===== src/hw/rtl/urs_pkg.sv =====
// ----------------------------------------------------------------------------
// urs_pkg
// shared types and constants for the ultrasonic ranger with obstacle stop
// ----------------------------------------------------------------------------
`default_nettype none

package urs_pkg;

  localparam int unsigned CfgIdxW  = 3;
  localparam int unsigned CfgDataW = 20;
  localparam int unsigned PhCntW   = 20;
  localparam int unsigned DistW    = 16;
  localparam int unsigned SpeedW   = 8;
  localparam int unsigned TrigW    = 8;

  // register indexes on the config port
  localparam logic [CfgIdxW-1:0] CFG_TRIG_LOW    = 3'd0;
  localparam logic [CfgIdxW-1:0] CFG_TRIG_HIGH   = 3'd1;
  localparam logic [CfgIdxW-1:0] CFG_TICKS_PER_CM = 3'd2;
  localparam logic [CfgIdxW-1:0] CFG_STOP_DIST   = 3'd3;
  localparam logic [CfgIdxW-1:0] CFG_CRUISE      = 3'd4;
  localparam logic [CfgIdxW-1:0] CFG_PAUSE       = 3'd5;

  localparam logic [DistW-1:0] DistMax = '1;

  typedef struct packed {
    logic [TrigW-1:0]  trig_low_ticks;
    logic [TrigW-1:0]  trig_high_ticks;
    logic [DistW-1:0]  ticks_per_cm;
    logic [DistW-1:0]  stop_distance;
    logic [SpeedW-1:0] cruise_speed;
    logic [PhCntW-1:0] pause_ticks;
  } cfg_t;

  typedef struct packed {
    logic              trigger_level;
    logic              distance_done;
    logic [DistW-1:0]  distance_units;
    logic [SpeedW-1:0] motor_speed;
    logic              motors_stopped;
  } res_t;

endpackage

`default_nettype wire


===== src/hw/rtl/urs_in_if.sv =====
// ----------------------------------------------------------------------------
// urs_in_if
// tick channel carrying the sampled echo level
// ----------------------------------------------------------------------------
`default_nettype none

interface urs_in_if;
  logic valid;
  logic ready;
  logic echo_level;

  modport source (output valid, output echo_level, input ready);
  modport sink   (input valid, input echo_level, output ready);
endinterface

`default_nettype wire


===== src/hw/rtl/urs_out_if.sv =====
// ----------------------------------------------------------------------------
// urs_out_if
// result channel: trigger, report strobe, distance and motor drive
// ----------------------------------------------------------------------------
`default_nettype none

interface urs_out_if;
  logic        valid;
  logic        ready;
  logic        trigger_level;
  logic        distance_done;
  logic [15:0] distance_units;
  logic [7:0]  motor_speed;
  logic        motors_stopped;

  modport source (output valid, output trigger_level, output distance_done,
                  output distance_units, output motor_speed, output motors_stopped,
                  input ready);
  modport sink   (input valid, input trigger_level, input distance_done,
                  input distance_units, input motor_speed, input motors_stopped,
                  output ready);
endinterface

`default_nettype wire


===== src/hw/rtl/urs_cfg_if.sv =====
// ----------------------------------------------------------------------------
// urs_cfg_if
// register write channel
// ----------------------------------------------------------------------------
`default_nettype none

interface urs_cfg_if;
  logic        valid;
  logic        ready;
  logic [2:0]  index;
  logic [19:0] data;

  modport source (output valid, output index, output data, input ready);
  modport sink   (input valid, input index, input data, output ready);
endinterface

`default_nettype wire


===== src/hw/rtl/urs_core.sv =====
// ----------------------------------------------------------------------------
// urs_core
// phase sequencer, echo width to distance counter and motor decision
// ----------------------------------------------------------------------------
`default_nettype none

module urs_core (
  input  wire logic         clk,
  input  wire logic         rst_n,
  input  wire urs_pkg::cfg_t cfg,
  input  wire logic         step,
  input  wire logic         echo,
  output urs_pkg::res_t     res
);
  import urs_pkg::*;

  typedef enum logic [2:0] {
    PH_TRIG_LOW  = 3'd0,
    PH_TRIG_HIGH = 3'd1,
    PH_WAIT_RISE = 3'd2,
    PH_MEASURE   = 3'd3,
    PH_PAUSE     = 3'd4
  } phase_t;

  phase_t            phase_r, phase_nxt;
  logic [PhCntW-1:0] phase_cnt_r, phase_cnt_nxt;
  logic [DistW-1:0]  sub_r, sub_nxt;
  logic [DistW-1:0]  dist_r, dist_nxt;
  logic [DistW-1:0]  last_r, last_nxt;
  logic [SpeedW-1:0] speed_r, speed_nxt;
  logic              stopped_r, stopped_nxt;

  logic [PhCntW:0]   cnt_inc;
  logic [PhCntW-1:0] low_len, high_len, timed_len;
  logic              timed_end;
  logic [DistW-1:0]  div_eff, sub_base, dist_base, tick_sub, tick_dist;
  logic [DistW:0]    sub_inc;
  logic              trig, done;

  // zero lengths act as one
  assign low_len  = (cfg.trig_low_ticks == '0) ? PhCntW'(1)
                                               : PhCntW'(cfg.trig_low_ticks);
  assign high_len = (cfg.trig_high_ticks == '0) ? PhCntW'(1)
                                                : PhCntW'(cfg.trig_high_ticks);
  assign div_eff  = (cfg.ticks_per_cm == '0) ? DistW'(1) : cfg.ticks_per_cm;

  always_comb begin
    case (phase_r)
      PH_TRIG_HIGH: timed_len = high_len;
      PH_PAUSE:     timed_len = cfg.pause_ticks;
      default:      timed_len = low_len;
    endcase
  end

  assign cnt_inc   = {1'b0, phase_cnt_r} + (PhCntW+1)'(1);
  assign timed_end = cnt_inc >= {1'b0, timed_len};

  // one high tick of the echo; a new measurement starts from zero
  assign sub_base  = (phase_r == PH_WAIT_RISE) ? '0 : sub_r;
  assign dist_base = (phase_r == PH_WAIT_RISE) ? '0 : dist_r;
  assign sub_inc   = {1'b0, sub_base} + (DistW+1)'(1);

  always_comb begin
    if (sub_inc >= {1'b0, div_eff}) begin
      tick_sub  = '0;
      tick_dist = (dist_base == DistMax) ? dist_base : dist_base + DistW'(1);
    end else begin
      tick_sub  = sub_inc[DistW-1:0];
      tick_dist = dist_base;
    end
  end

  always_comb begin
    phase_nxt     = phase_r;
    phase_cnt_nxt = phase_cnt_r;
    sub_nxt       = sub_r;
    dist_nxt      = dist_r;
    last_nxt      = last_r;
    speed_nxt     = speed_r;
    stopped_nxt   = stopped_r;
    trig          = 1'b0;
    done          = 1'b0;
    unique case (phase_r)
      PH_TRIG_HIGH: begin
        trig = 1'b1;
        if (timed_end) begin
          phase_nxt     = PH_WAIT_RISE;
          phase_cnt_nxt = '0;
        end else begin
          phase_cnt_nxt = cnt_inc[PhCntW-1:0];
        end
      end
      PH_WAIT_RISE: begin
        if (echo) begin
          sub_nxt       = tick_sub;
          dist_nxt      = tick_dist;
          phase_nxt     = PH_MEASURE;
          phase_cnt_nxt = '0;
        end
      end
      PH_MEASURE: begin
        if (echo) begin
          sub_nxt  = tick_sub;
          dist_nxt = tick_dist;
        end else begin
          done     = 1'b1;
          last_nxt = dist_r;
          if (dist_r < cfg.stop_distance) begin
            stopped_nxt = 1'b1;
            speed_nxt   = '0;
          end else begin
            stopped_nxt = 1'b0;
            speed_nxt   = cfg.cruise_speed;
          end
          phase_nxt     = (cfg.pause_ticks != '0) ? PH_PAUSE : PH_TRIG_LOW;
          phase_cnt_nxt = '0;
        end
      end
      PH_PAUSE: begin
        if (timed_end) begin
          phase_nxt     = PH_TRIG_LOW;
          phase_cnt_nxt = '0;
        end else begin
          phase_cnt_nxt = cnt_inc[PhCntW-1:0];
        end
      end
      default: begin
        if (timed_end) begin
          phase_nxt     = PH_TRIG_HIGH;
          phase_cnt_nxt = '0;
        end else begin
          phase_cnt_nxt = cnt_inc[PhCntW-1:0];
        end
      end
    endcase
  end

  always_ff @(posedge clk) begin
    if (!rst_n) begin
      phase_r     <= PH_TRIG_LOW;
      phase_cnt_r <= '0;
      sub_r       <= '0;
      dist_r      <= '0;
      last_r      <= '0;
      speed_r     <= '0;
      stopped_r   <= 1'b1;
    end else if (step) begin
      phase_r     <= phase_nxt;
      phase_cnt_r <= phase_cnt_nxt;
      sub_r       <= sub_nxt;
      dist_r      <= dist_nxt;
      last_r      <= last_nxt;
      speed_r     <= speed_nxt;
      stopped_r   <= stopped_nxt;
    end
  end

  always_comb begin
    res.trigger_level  = trig;
    res.distance_done  = done;
    res.distance_units = last_nxt;
    res.motor_speed    = speed_nxt;
    res.motors_stopped = stopped_nxt;
  end

endmodule

`default_nettype wire


===== src/hw/rtl/ultrasonic_ranger_obstacle_stop.sv =====
// ----------------------------------------------------------------------------
// ultrasonic_ranger_obstacle_stop
// ultrasonic ranging controller that stops the motors near an obstacle
// ----------------------------------------------------------------------------
//
//   channel   dir   word
//   in_chan   in    one tick with the sampled echo level
//   out_chan  out   one word per tick: trigger, report strobe, distance, motors
//   cfg_chan  in    register index and write data, always ready
//
// one tick per clock while input ready is high: each word is handled in a single
// pass from the input port through the phase logic into the output register,
// or into the skid register while an earlier word waits in the output register.
// a two-entry output buffer (output register plus skid register) keeps input
// ready high while one finished word waits; ready drops only when both are full.
// synchronous active-low reset restores the register defaults and the trigger
// low phase with the motors stopped.
//
`default_nettype none

module ultrasonic_ranger_obstacle_stop (
  input  wire logic clk,
  input  wire logic rst_n,
  urs_in_if.sink    in_chan,
  urs_out_if.source out_chan,
  urs_cfg_if.sink   cfg_chan
);
  import urs_pkg::*;

  // configuration registers
  cfg_t cfg_r;

  // output register and skid register
  res_t out_r, skid_r;
  logic out_valid_r, skid_valid_r;

  res_t res;
  logic in_acc, out_take;

  // the config port never stalls
  assign cfg_chan.ready = 1'b1;

  always_ff @(posedge clk) begin
    if (!rst_n) begin
      cfg_r.trig_low_ticks  <= TrigW'(4);
      cfg_r.trig_high_ticks <= TrigW'(20);
      cfg_r.ticks_per_cm    <= DistW'(58);
      cfg_r.stop_distance   <= DistW'(15);
      cfg_r.cruise_speed    <= SpeedW'(150);
      cfg_r.pause_ticks     <= PhCntW'(600000);
    end else if (cfg_chan.valid) begin
      // writes beyond the last register are dropped
      unique case (cfg_chan.index)
        CFG_TRIG_LOW:     cfg_r.trig_low_ticks  <= cfg_chan.data[TrigW-1:0];
        CFG_TRIG_HIGH:    cfg_r.trig_high_ticks <= cfg_chan.data[TrigW-1:0];
        CFG_TICKS_PER_CM: cfg_r.ticks_per_cm    <= cfg_chan.data[DistW-1:0];
        CFG_STOP_DIST:    cfg_r.stop_distance   <= cfg_chan.data[DistW-1:0];
        CFG_CRUISE:       cfg_r.cruise_speed    <= cfg_chan.data[SpeedW-1:0];
        CFG_PAUSE:        cfg_r.pause_ticks     <= cfg_chan.data[PhCntW-1:0];
        default: ;
      endcase
    end
  end

  // input is taken whenever the skid slot is free
  assign in_chan.ready = !skid_valid_r;
  assign in_acc        = in_chan.valid && !skid_valid_r;
  assign out_take      = out_valid_r && out_chan.ready;

  // phase logic; state advances only on an accepted tick
  urs_core u_core (
    .clk   (clk),
    .rst_n (rst_n),
    .cfg   (cfg_r),
    .step  (in_acc),
    .echo  (in_chan.echo_level),
    .res   (res)
  );

  // output buffering
  always_ff @(posedge clk) begin
    if (!rst_n) begin
      out_valid_r  <= 1'b0;
      skid_valid_r <= 1'b0;
    end else begin
      if (in_acc) begin
        if (!out_valid_r || out_take) begin
          out_valid_r <= 1'b1;
        end else begin
          skid_valid_r <= 1'b1;
        end
      end else if (out_take) begin
        if (skid_valid_r) begin
          skid_valid_r <= 1'b0;
        end else begin
          out_valid_r <= 1'b0;
        end
      end
    end
  end

  // payload, no reset needed
  always_ff @(posedge clk) begin
    if (in_acc) begin
      if (!out_valid_r || out_take) begin
        out_r <= res;
      end else begin
        skid_r <= res;
      end
    end else if (out_take && skid_valid_r) begin
      out_r <= skid_r;
    end
  end

  assign out_chan.valid          = out_valid_r;
  assign out_chan.trigger_level  = out_r.trigger_level;
  assign out_chan.distance_done  = out_r.distance_done;
  assign out_chan.distance_units = out_r.distance_units;
  assign out_chan.motor_speed    = out_r.motor_speed;
  assign out_chan.motors_stopped = out_r.motors_stopped;

  // the skid slot fills only behind a waiting output word
  a_skid_behind_out: assert property (@(posedge clk) disable iff (!rst_n)
    skid_valid_r |-> out_valid_r)
    else $error("skid word without output word");

  // an accepted tick always leaves a valid output word in the next cycle
  a_acc_shows: assert property (@(posedge clk) disable iff (!rst_n)
    in_acc |=> out_valid_r)
    else $error("accepted tick lost");

  // a report never coincides with the trigger pulse
  a_done_no_trig: assert property (@(posedge clk) disable iff (!rst_n)
    out_valid_r && out_r.distance_done |-> !out_r.trigger_level)
    else $error("report during trigger pulse");

  // stopped motors run at zero duty
  a_stop_zero: assert property (@(posedge clk) disable iff (!rst_n)
    out_valid_r && out_r.motors_stopped |-> out_r.motor_speed == '0)
    else $error("stopped with nonzero speed");

endmodule

`default_nettype wire

===== src/flat_wrapper.sv =====
// flat-port wrapper written by rule: the top's interface ports become plain ports
module ultrasonic_ranger_obstacle_stop_flat import urs_pkg::*;
  (clk, rst_n, in_chan_valid, in_chan_echo_level, in_chan_ready, out_chan_valid, out_chan_trigger_level, out_chan_distance_done, out_chan_distance_units, out_chan_motor_speed, out_chan_motors_stopped, out_chan_ready, cfg_chan_valid, cfg_chan_index, cfg_chan_data, cfg_chan_ready);
  urs_in_if in_chan_i ();
  urs_out_if out_chan_i ();
  urs_cfg_if cfg_chan_i ();
  input  wire logic clk;
  input  wire logic rst_n;
  input wire logic [$bits(in_chan_i.valid)-1:0] in_chan_valid;
  input wire logic [$bits(in_chan_i.echo_level)-1:0] in_chan_echo_level;
  output wire logic [$bits(in_chan_i.ready)-1:0] in_chan_ready;
  output wire logic [$bits(out_chan_i.valid)-1:0] out_chan_valid;
  output wire logic [$bits(out_chan_i.trigger_level)-1:0] out_chan_trigger_level;
  output wire logic [$bits(out_chan_i.distance_done)-1:0] out_chan_distance_done;
  output wire logic [$bits(out_chan_i.distance_units)-1:0] out_chan_distance_units;
  output wire logic [$bits(out_chan_i.motor_speed)-1:0] out_chan_motor_speed;
  output wire logic [$bits(out_chan_i.motors_stopped)-1:0] out_chan_motors_stopped;
  input wire logic [$bits(out_chan_i.ready)-1:0] out_chan_ready;
  input wire logic [$bits(cfg_chan_i.valid)-1:0] cfg_chan_valid;
  input wire logic [$bits(cfg_chan_i.index)-1:0] cfg_chan_index;
  input wire logic [$bits(cfg_chan_i.data)-1:0] cfg_chan_data;
  output wire logic [$bits(cfg_chan_i.ready)-1:0] cfg_chan_ready;
  assign in_chan_i.valid = in_chan_valid;
  assign in_chan_i.echo_level = in_chan_echo_level;
  assign in_chan_ready = in_chan_i.ready;
  assign out_chan_valid = out_chan_i.valid;
  assign out_chan_trigger_level = out_chan_i.trigger_level;
  assign out_chan_distance_done = out_chan_i.distance_done;
  assign out_chan_distance_units = out_chan_i.distance_units;
  assign out_chan_motor_speed = out_chan_i.motor_speed;
  assign out_chan_motors_stopped = out_chan_i.motors_stopped;
  assign out_chan_i.ready = out_chan_ready;
  assign cfg_chan_i.valid = cfg_chan_valid;
  assign cfg_chan_i.index = cfg_chan_index;
  assign cfg_chan_i.data = cfg_chan_data;
  assign cfg_chan_ready = cfg_chan_i.ready;
  ultrasonic_ranger_obstacle_stop u_core (.clk(clk), .rst_n(rst_n), .in_chan(in_chan_i), .out_chan(out_chan_i), .cfg_chan(cfg_chan_i));
endmodule

===== config.mk =====
export PLATFORM = sky130hd
export DESIGN_NAME = ultrasonic_ranger_obstacle_stop_flat
export DESIGN_NICKNAME = d
export VERILOG_FILES = /design/src/hw/rtl/urs_pkg.sv /design/src/hw/rtl/urs_in_if.sv /design/src/hw/rtl/urs_out_if.sv /design/src/hw/rtl/urs_cfg_if.sv /design/src/hw/rtl/urs_core.sv /design/src/hw/rtl/ultrasonic_ranger_obstacle_stop.sv /design/src/flat_wrapper.sv
export SDC_FILE = /design/constraint.sdc
export NUM_CORES = 1
export LEC_CHECK = 0
export BUFFER_PORTS_ARGS = -buffer_cell sky130_fd_sc_hd__buf_2
export CAP_MARGIN = 10
export CORE_ASPECT_RATIO = 0.9
export CORE_MARGIN = 2
export CORE_UTILIZATION = 50
export CTS_CLUSTER_DIAMETER = 120
export DETAILED_ROUTE_END_ITERATION = 10
export PLACE_DENSITY = 0.75
export SKIP_LAST_GASP = 1
export SLEW_MARGIN = 20
export SYNTH_ARGS = -nofsm -noshare
export SYNTH_HDL_FRONTEND = slang
export SYNTH_HIERARCHICAL = 1
export SYNTH_SLANG_ARGS = --single-unit

===== constraint.sdc =====
create_clock -name clk -period 13.2 [get_ports clk]
set_input_delay 0.66 -clock clk [delete_from_list [all_inputs] [get_ports clk]]
set_output_delay 0.66 -clock clk [all_outputs]
set_load 0.05 [all_outputs]

**Yosys cells after proc, flatten, opt, wreduce, memory -nomap -nowiden**

Index checks and enable logic that the tools add are counted.

- Add/sub/neg operators: 3
- Magnitude comparators: 3
- Eq/ne operators: 17
- Muxes and demuxes: 41
- Bitwise gates (word level): 1
- Reduce and logical (&&, ||, !) cells: 28

Operators by type and width:

| cell | count |
|---|---|
| $mux W16 | 8 |
| $mux W27 | 3 |
| $pmux W20 S2 | 2 |
| $mux W20 | 3 |
| $mux W8 | 5 |
| $add A20 B1 Y21 const B | 1 |
| $ge A21 B20 Y1 | 1 |
| $reduce_bool A20 Y1 | 1 |
| $mux W3 | 6 |
| $reduce_and A2 Y1 | 9 |
| $add A16 B1 Y17 const B | 1 |
| $ge A17 B16 Y1 | 1 |
| $add A16 B1 Y16 const B | 1 |
| $eq A16 B16 Y1 const B | 1 |
| $logic_not A16 Y1 | 1 |
| $logic_not A8 Y1 | 2 |
| $lt A16 B16 Y1 | 1 |
| $ne A2 B2 Y1 const B | 7 |
| $mux W1 | 13 |
| $eq A3 B2 Y1 const B | 4 |
| $pmux W3 S4 | 1 |
| $eq A3 B3 Y1 const B | 3 |
| $reduce_and A3 Y1 | 3 |
| $eq A3 B1 Y1 const B | 2 |
| other kinds (9) | 13 |

- Register bits after elaboration: 212
- Input port bits: 29
- Output and inout bits: 30

**Longest topological paths before layout**

- Depth in word-level cells: 6
- Gate-level depth with buffers: 21
- Depth with buffers taken out: 16

**By module**

The synthesis kept the hierarchy.

Modules (own cells, without submodules):

| module | instances | cells an instance | area an instance (um^2) |
|---|---|---|---|
| urs_core | 1 | 818 | 6140.9 |
| ultrasonic_ranger_obstacle_stop | 1 | 388 | 4727.0 |

**Worst setup path after synthesis**

OpenSTA, ideal clock, no wires.

- Kind: flip-flop to flip-flop
- Start point: register u_core.u_core.phase_r[0]
- End point: register u_core.u_core.dist_r[1]
- Setup time: 74 ps
- Data arrival time: 4230 ps
- Setup slack: 8896 ps
- Stages on the path, launching flop included: 21
- Buffers on the path: 5
- Period minus slack after synthesis: 4304 ps
- Cell sequence: dfxtp_1 > buf_4 > or3b_2 > buf_2 > clkbuf_1 > and2_1 > ha_1 > and4_1 > nand4_1 > nor2_1 > xnor2_1 > nor2_1 > ha_1 > a21o_1 > a221o_1 > a311oi_2 > o31a_1 > buf_6 > buf_2 > o21ai_0 > a31oi_1

- Cells in the longest elaborated chain, start to end: 5
- Elaborated cells on any way between the ends: 12

Ends and longest elaborated chain:

| element | RTL line | RTL |
|---|---|---|
| start, declared | urs_core.sv:25 | `phase_t phase_r, phase_nxt;` |
| start signal, assigned | urs_core.sv:148 | `phase_r <= phase_nxt;` |
| $eq A3 B2 Y1 | urs_core.sv:59, urs_core.sv:60, urs_core.sv:83 |  |
| $mux W16 (on tied branches) | urs_core.sv:59, urs_core.sv:60 |  |
| $add A16 B1 Y17, or another cell as far along | urs_core.sv:61 | `assign sub_inc = {1'b0, sub_base} + (DistW+1)'(1);` |
| $ge A17 B16 Y1 or $mux W16 (tied branches) | urs_core.sv:64, urs_core.sv:66 |  |
| $mux W16 | urs_core.sv:64 | `if (sub_inc >= {1'b0, div_eff}) begin` |
| end signal, assigned | urs_core.sv:151 | `dist_r <= dist_nxt;` |
| end, declared | urs_core.sv:28 | `logic [DistW-1:0] dist_r, dist_nxt;` |

Parallel ways exist; a longest one is shown, timed or not.
A chain may end at the register's enable or synchronous reset.

**Worst setup path in the final report**

- Start point: register u_core.u_core.phase_r[2]
- End point: register u_core.u_core.dist_r[1]

The elaborated chain is that of the path after synthesis.

==> impl_metrics.toml <==
[drt]
avgRoutedWirePerCell_um = 17.1
dr.pass1.iters = 5
vias = 9037
routed_via_density = 5.92
detail-route-antenna-nets = 0
drc = 0
routed_wl_um = 26000
drt-initial-drc-count = 743

[clock_network]
cts.sinks = 212
htree_levels = 1
clk_latency_ns = 0.52
cts_resized = 0
tritoncts = "yes"
cts_buffers = 22
cts_root_buffer = "clkbuf_16"
clk_pin_slew_ns = 0.06
cts_setup_buffers = 0
clockBufferDepth = 3
ctsHoldBuffers = 0

[synthesis]
yosysMostFrequentCell = "nand2_1"
postSynthCellCount = 1206
synthTopCellsByArea = "dfxtp_1 29%, edfxtp_1 15%, nand2_1 6.3%"
syn_nets = 1289
ys_ff_latch = 212
synth_top_cell_by_area = "dfxtp_1"
ys_top_cells_by_count = "183 x nand2_1, 158 x dfxtp_1, 121 x nand3_1, 76 x o21ai_0, 58 x nor2_1"
async_flop_share_pct = 0
ys.flop_type = "dfxtp_1"
avgSynthCellArea_um2 = 9.01
synth_edf_count = 54
synth-seq-area-share_pct = 44.0
yosys_warnings = 6
yosysUniqueCellTypes = 83
syn_area_um2 = 10900
synth_top_area_share_pct = 29.1

[worst_setup_path]
max_stage_delay_ns = 0.75
r2r_end = "u_core/u_core/dist_r[1]"
path_class = "reg2reg"
r2r_start = "u_core/u_core/phase_r[2]"
crit_chain = "or3b_2 > and2_1 > ha_1 > and4_1 > nand4_1 > or3_1 > a21oi_1 > ha_1 > nand4_1 > nor2_1 > a221o_1 > a311oi_2 > o31a_2 > o21ai_0 > a31oi_1"
startpoint_type = "flip-flop"
rr_worst_depth = 15
reg2reg_slack_ns = 7.95
cp_max_fo = 28
critPathRequiredTime_ns = 13.62
arrival_ns = 5.67
crit_slowest_cell = "dfxtp_1"
cp-end-kind = "flip-flop"

[floorplanning]
die_y_um = 144
die-width_um = 159
die_area_um2 = 22900
start_util_pct = 50.5
core_area_um2 = 21500
rows = 51
ios = 59

[pwr]
ir_drop_mv = 0.103
switching_share_pct = 25.3
seqPwrFrac_pct = 46.6
p_total_mw = 1.52
switchingPower_mw = 0.385
powerDensity_nw_per_um2 = 126
p_leak_nw = 4.69
clkPwrFrac_pct = 43.2
intPower_mw = 1.14
combPwrFrac_pct = 10.2

[layout]
antennaDiodeCount = 0
fillers = 1901
seqCellArea_um2 = 4780
nets = 1303
multi_input_area_um2 = 5550
drive_above_1_share_pct = 13.5
areaGrowthSynthToFinish_pct = 10.7
design_area_um2 = 12000

[place]
place_congestion = 0.913
portBuffers = 57
dpl.hpwl_um = 17800
dpl-instance-area_um2 = 11200

[global_route]
grt_max_degree = 89
grt_overflow = 0
grt_pass1_wl_um = 41800
antenna_found_initial = 0
grt_pass1_vias = 8310
gr-usage-all-layers_pct = 22.1

[run]
maxCapViolations = 0

[timing]
relSlewSlack_pct = 31.5
fin_crit_ns = 5.25
tightestPinTransition_ns = 1.03
fin_hold_ws_ns = 0.351
slew_violations = 0
tns_ns = 0
rsz0062_at_grt = "false"
finalCritPeriodShare_pct = 39.7
setup_violations = 0
hold_viol_final = 0
fin_skew_ns = 0.0246
fmax_mhz = 191

[hold_path]
hold_depth = 3
hold_path.class = "in2reg"
min_to = "u_core/cfg_r[16]"
worstHoldStart = "cfg_chan_data[16]"

[run_status]
status = "complete, no violations"
-- metal layers --
layer,global-route usage (%),vias up,wire [um]
met4,5.65,0,482
li1,-,4440,-
met5,0,-,0
met2,36.7,279,12000
met3,3.29,33,1580
met1,30.5,4285,12000
-- stage by stage --
| step | worst slack [ns] | cells | utilization (%) |
|---|---|---|---|
| global route | 7.59 | 1526 | 55.9 |
| CTS | 7.60 | 1526 | 55.9 |
| global placement | 7.77 | 1487 | 52.3 |
| detailed placement | 7.64 | 1487 | 52.3 |
| finish | 7.95 | 1526 | 55.9 |
| floorplan | 8.90 | 1206 | - |
-- cells in the final DEF (no fill, tap or decap), types with 8 or more instances in the layout --
cell	instances
xor2_1	15
nand4_1	29
nor3_1	11
a21o_1	11
a32o_1	11
nand2_1	183
nor4_1	13
o21ai_0	76
a22o_1	8
o221ai_1	8
buf_4	14
a311oi_1	16
o211ai_1	9
a21oi_1	42
nand3_1	121
edfxtp_1	54
mux2_2	23
clkbuf_16	23
mux2i_1	16
inv_1	42
o21ai_1	9
nor2_1	58
dfxtp_1	158
xnor2_1	18
buf_2	56
and3_1	10
ha_1	54
-- kinds of logic (layout without fill, tap and decap cells) --
group                      after synthesis  count (layout)  share of synthesized area [%]
and+or+nand+nor                        487             487                           22.1
AOI/OAI and AO/OA                      251             251                           15.7
DFF                                    212             212                           44.0
buffers and inverters                  125             154                           5.01
adders and majority gates               54              54                           6.22
muxes                                   43              43                           4.27
xor gates and xnor gates                33              33                           2.66
other                                    1               1                         0.0345
-- worst max-delay path by stage --
stage,end,from,slack [ns]
4_1_cts,u_core/u_core/dist_r[11],u_core/u_core/phase_r[2],7.60
3_5_place_dp,u_core/u_core/dist_r[10],u_core/u_core/phase_r[2],7.64
6_report,u_core/u_core/dist_r[1],u_core/u_core/phase_r[2],7.95
3_3_place_gp,u_core/u_core/dist_r[10],u_core/u_core/phase_r[2],7.77
5_1_grt,u_core/u_core/dist_r[11],u_core/u_core/phase_r[2],7.59
2_1_floorplan,u_core/u_core/dist_r[1],u_core/u_core/phase_r[0],8.90
-- sequential cells by signal (all words and copies together), names as in the netlist --
register / flops
u_core/u_core/speed_r: 8
u_core/out_chan.distance_done: 1
u_core/u_core/sub_r: 16
u_core/out_chan.valid: 1
u_core/u_core/dist_r: 16
u_core/out_chan.distance_units: 16
u_core/out_chan.motor_speed: 8
u_core/out_chan.trigger_level: 1
u_core/skid_r: 27
u_core/cfg_r: 76
u_core/out_chan.motors_stopped: 1
u_core/u_core/phase_r: 3
u_core/u_core/stopped_r: 1
u_core/skid_valid_r: 1
u_core/u_core/phase_cnt_r: 20
u_core/u_core/last_r: 16
-- power by group through the flow --
stage	registers (mW)	clock network [mW]	logic, mW
global placement	0.721	0	0.150
floorplan	0.742	0	0.0916
detailed placement	0.722	0	0.153
finish	0.708	0.657	0.155
CTS	0.707	0.666	0.155
global route	0.710	0.689	0.170
-- worst max-delay path, delay by kind of cell, from the launching register on --
kind	cells	cell delay, ns
AND/OR/NAND/NOR	7	1.97
adder cells (fa/ha/maj)	2	0.50
flip-flops	1	0.75
AO/OA/AOI/OAI	6	1.92
-- area by class of cell --
type / instances / share of cell area (%)
multi-input cells: 869 / 46.1
flip-flops and latches: 212 / 39.8
clock buffers: 33 / 5.69
repair buffers: 70 / 3.20
well taps: 291 / 3.03
inverters: 45 / 1.40
clock inverters: 6 / 0.811
(Power assumes the default switching activity.)
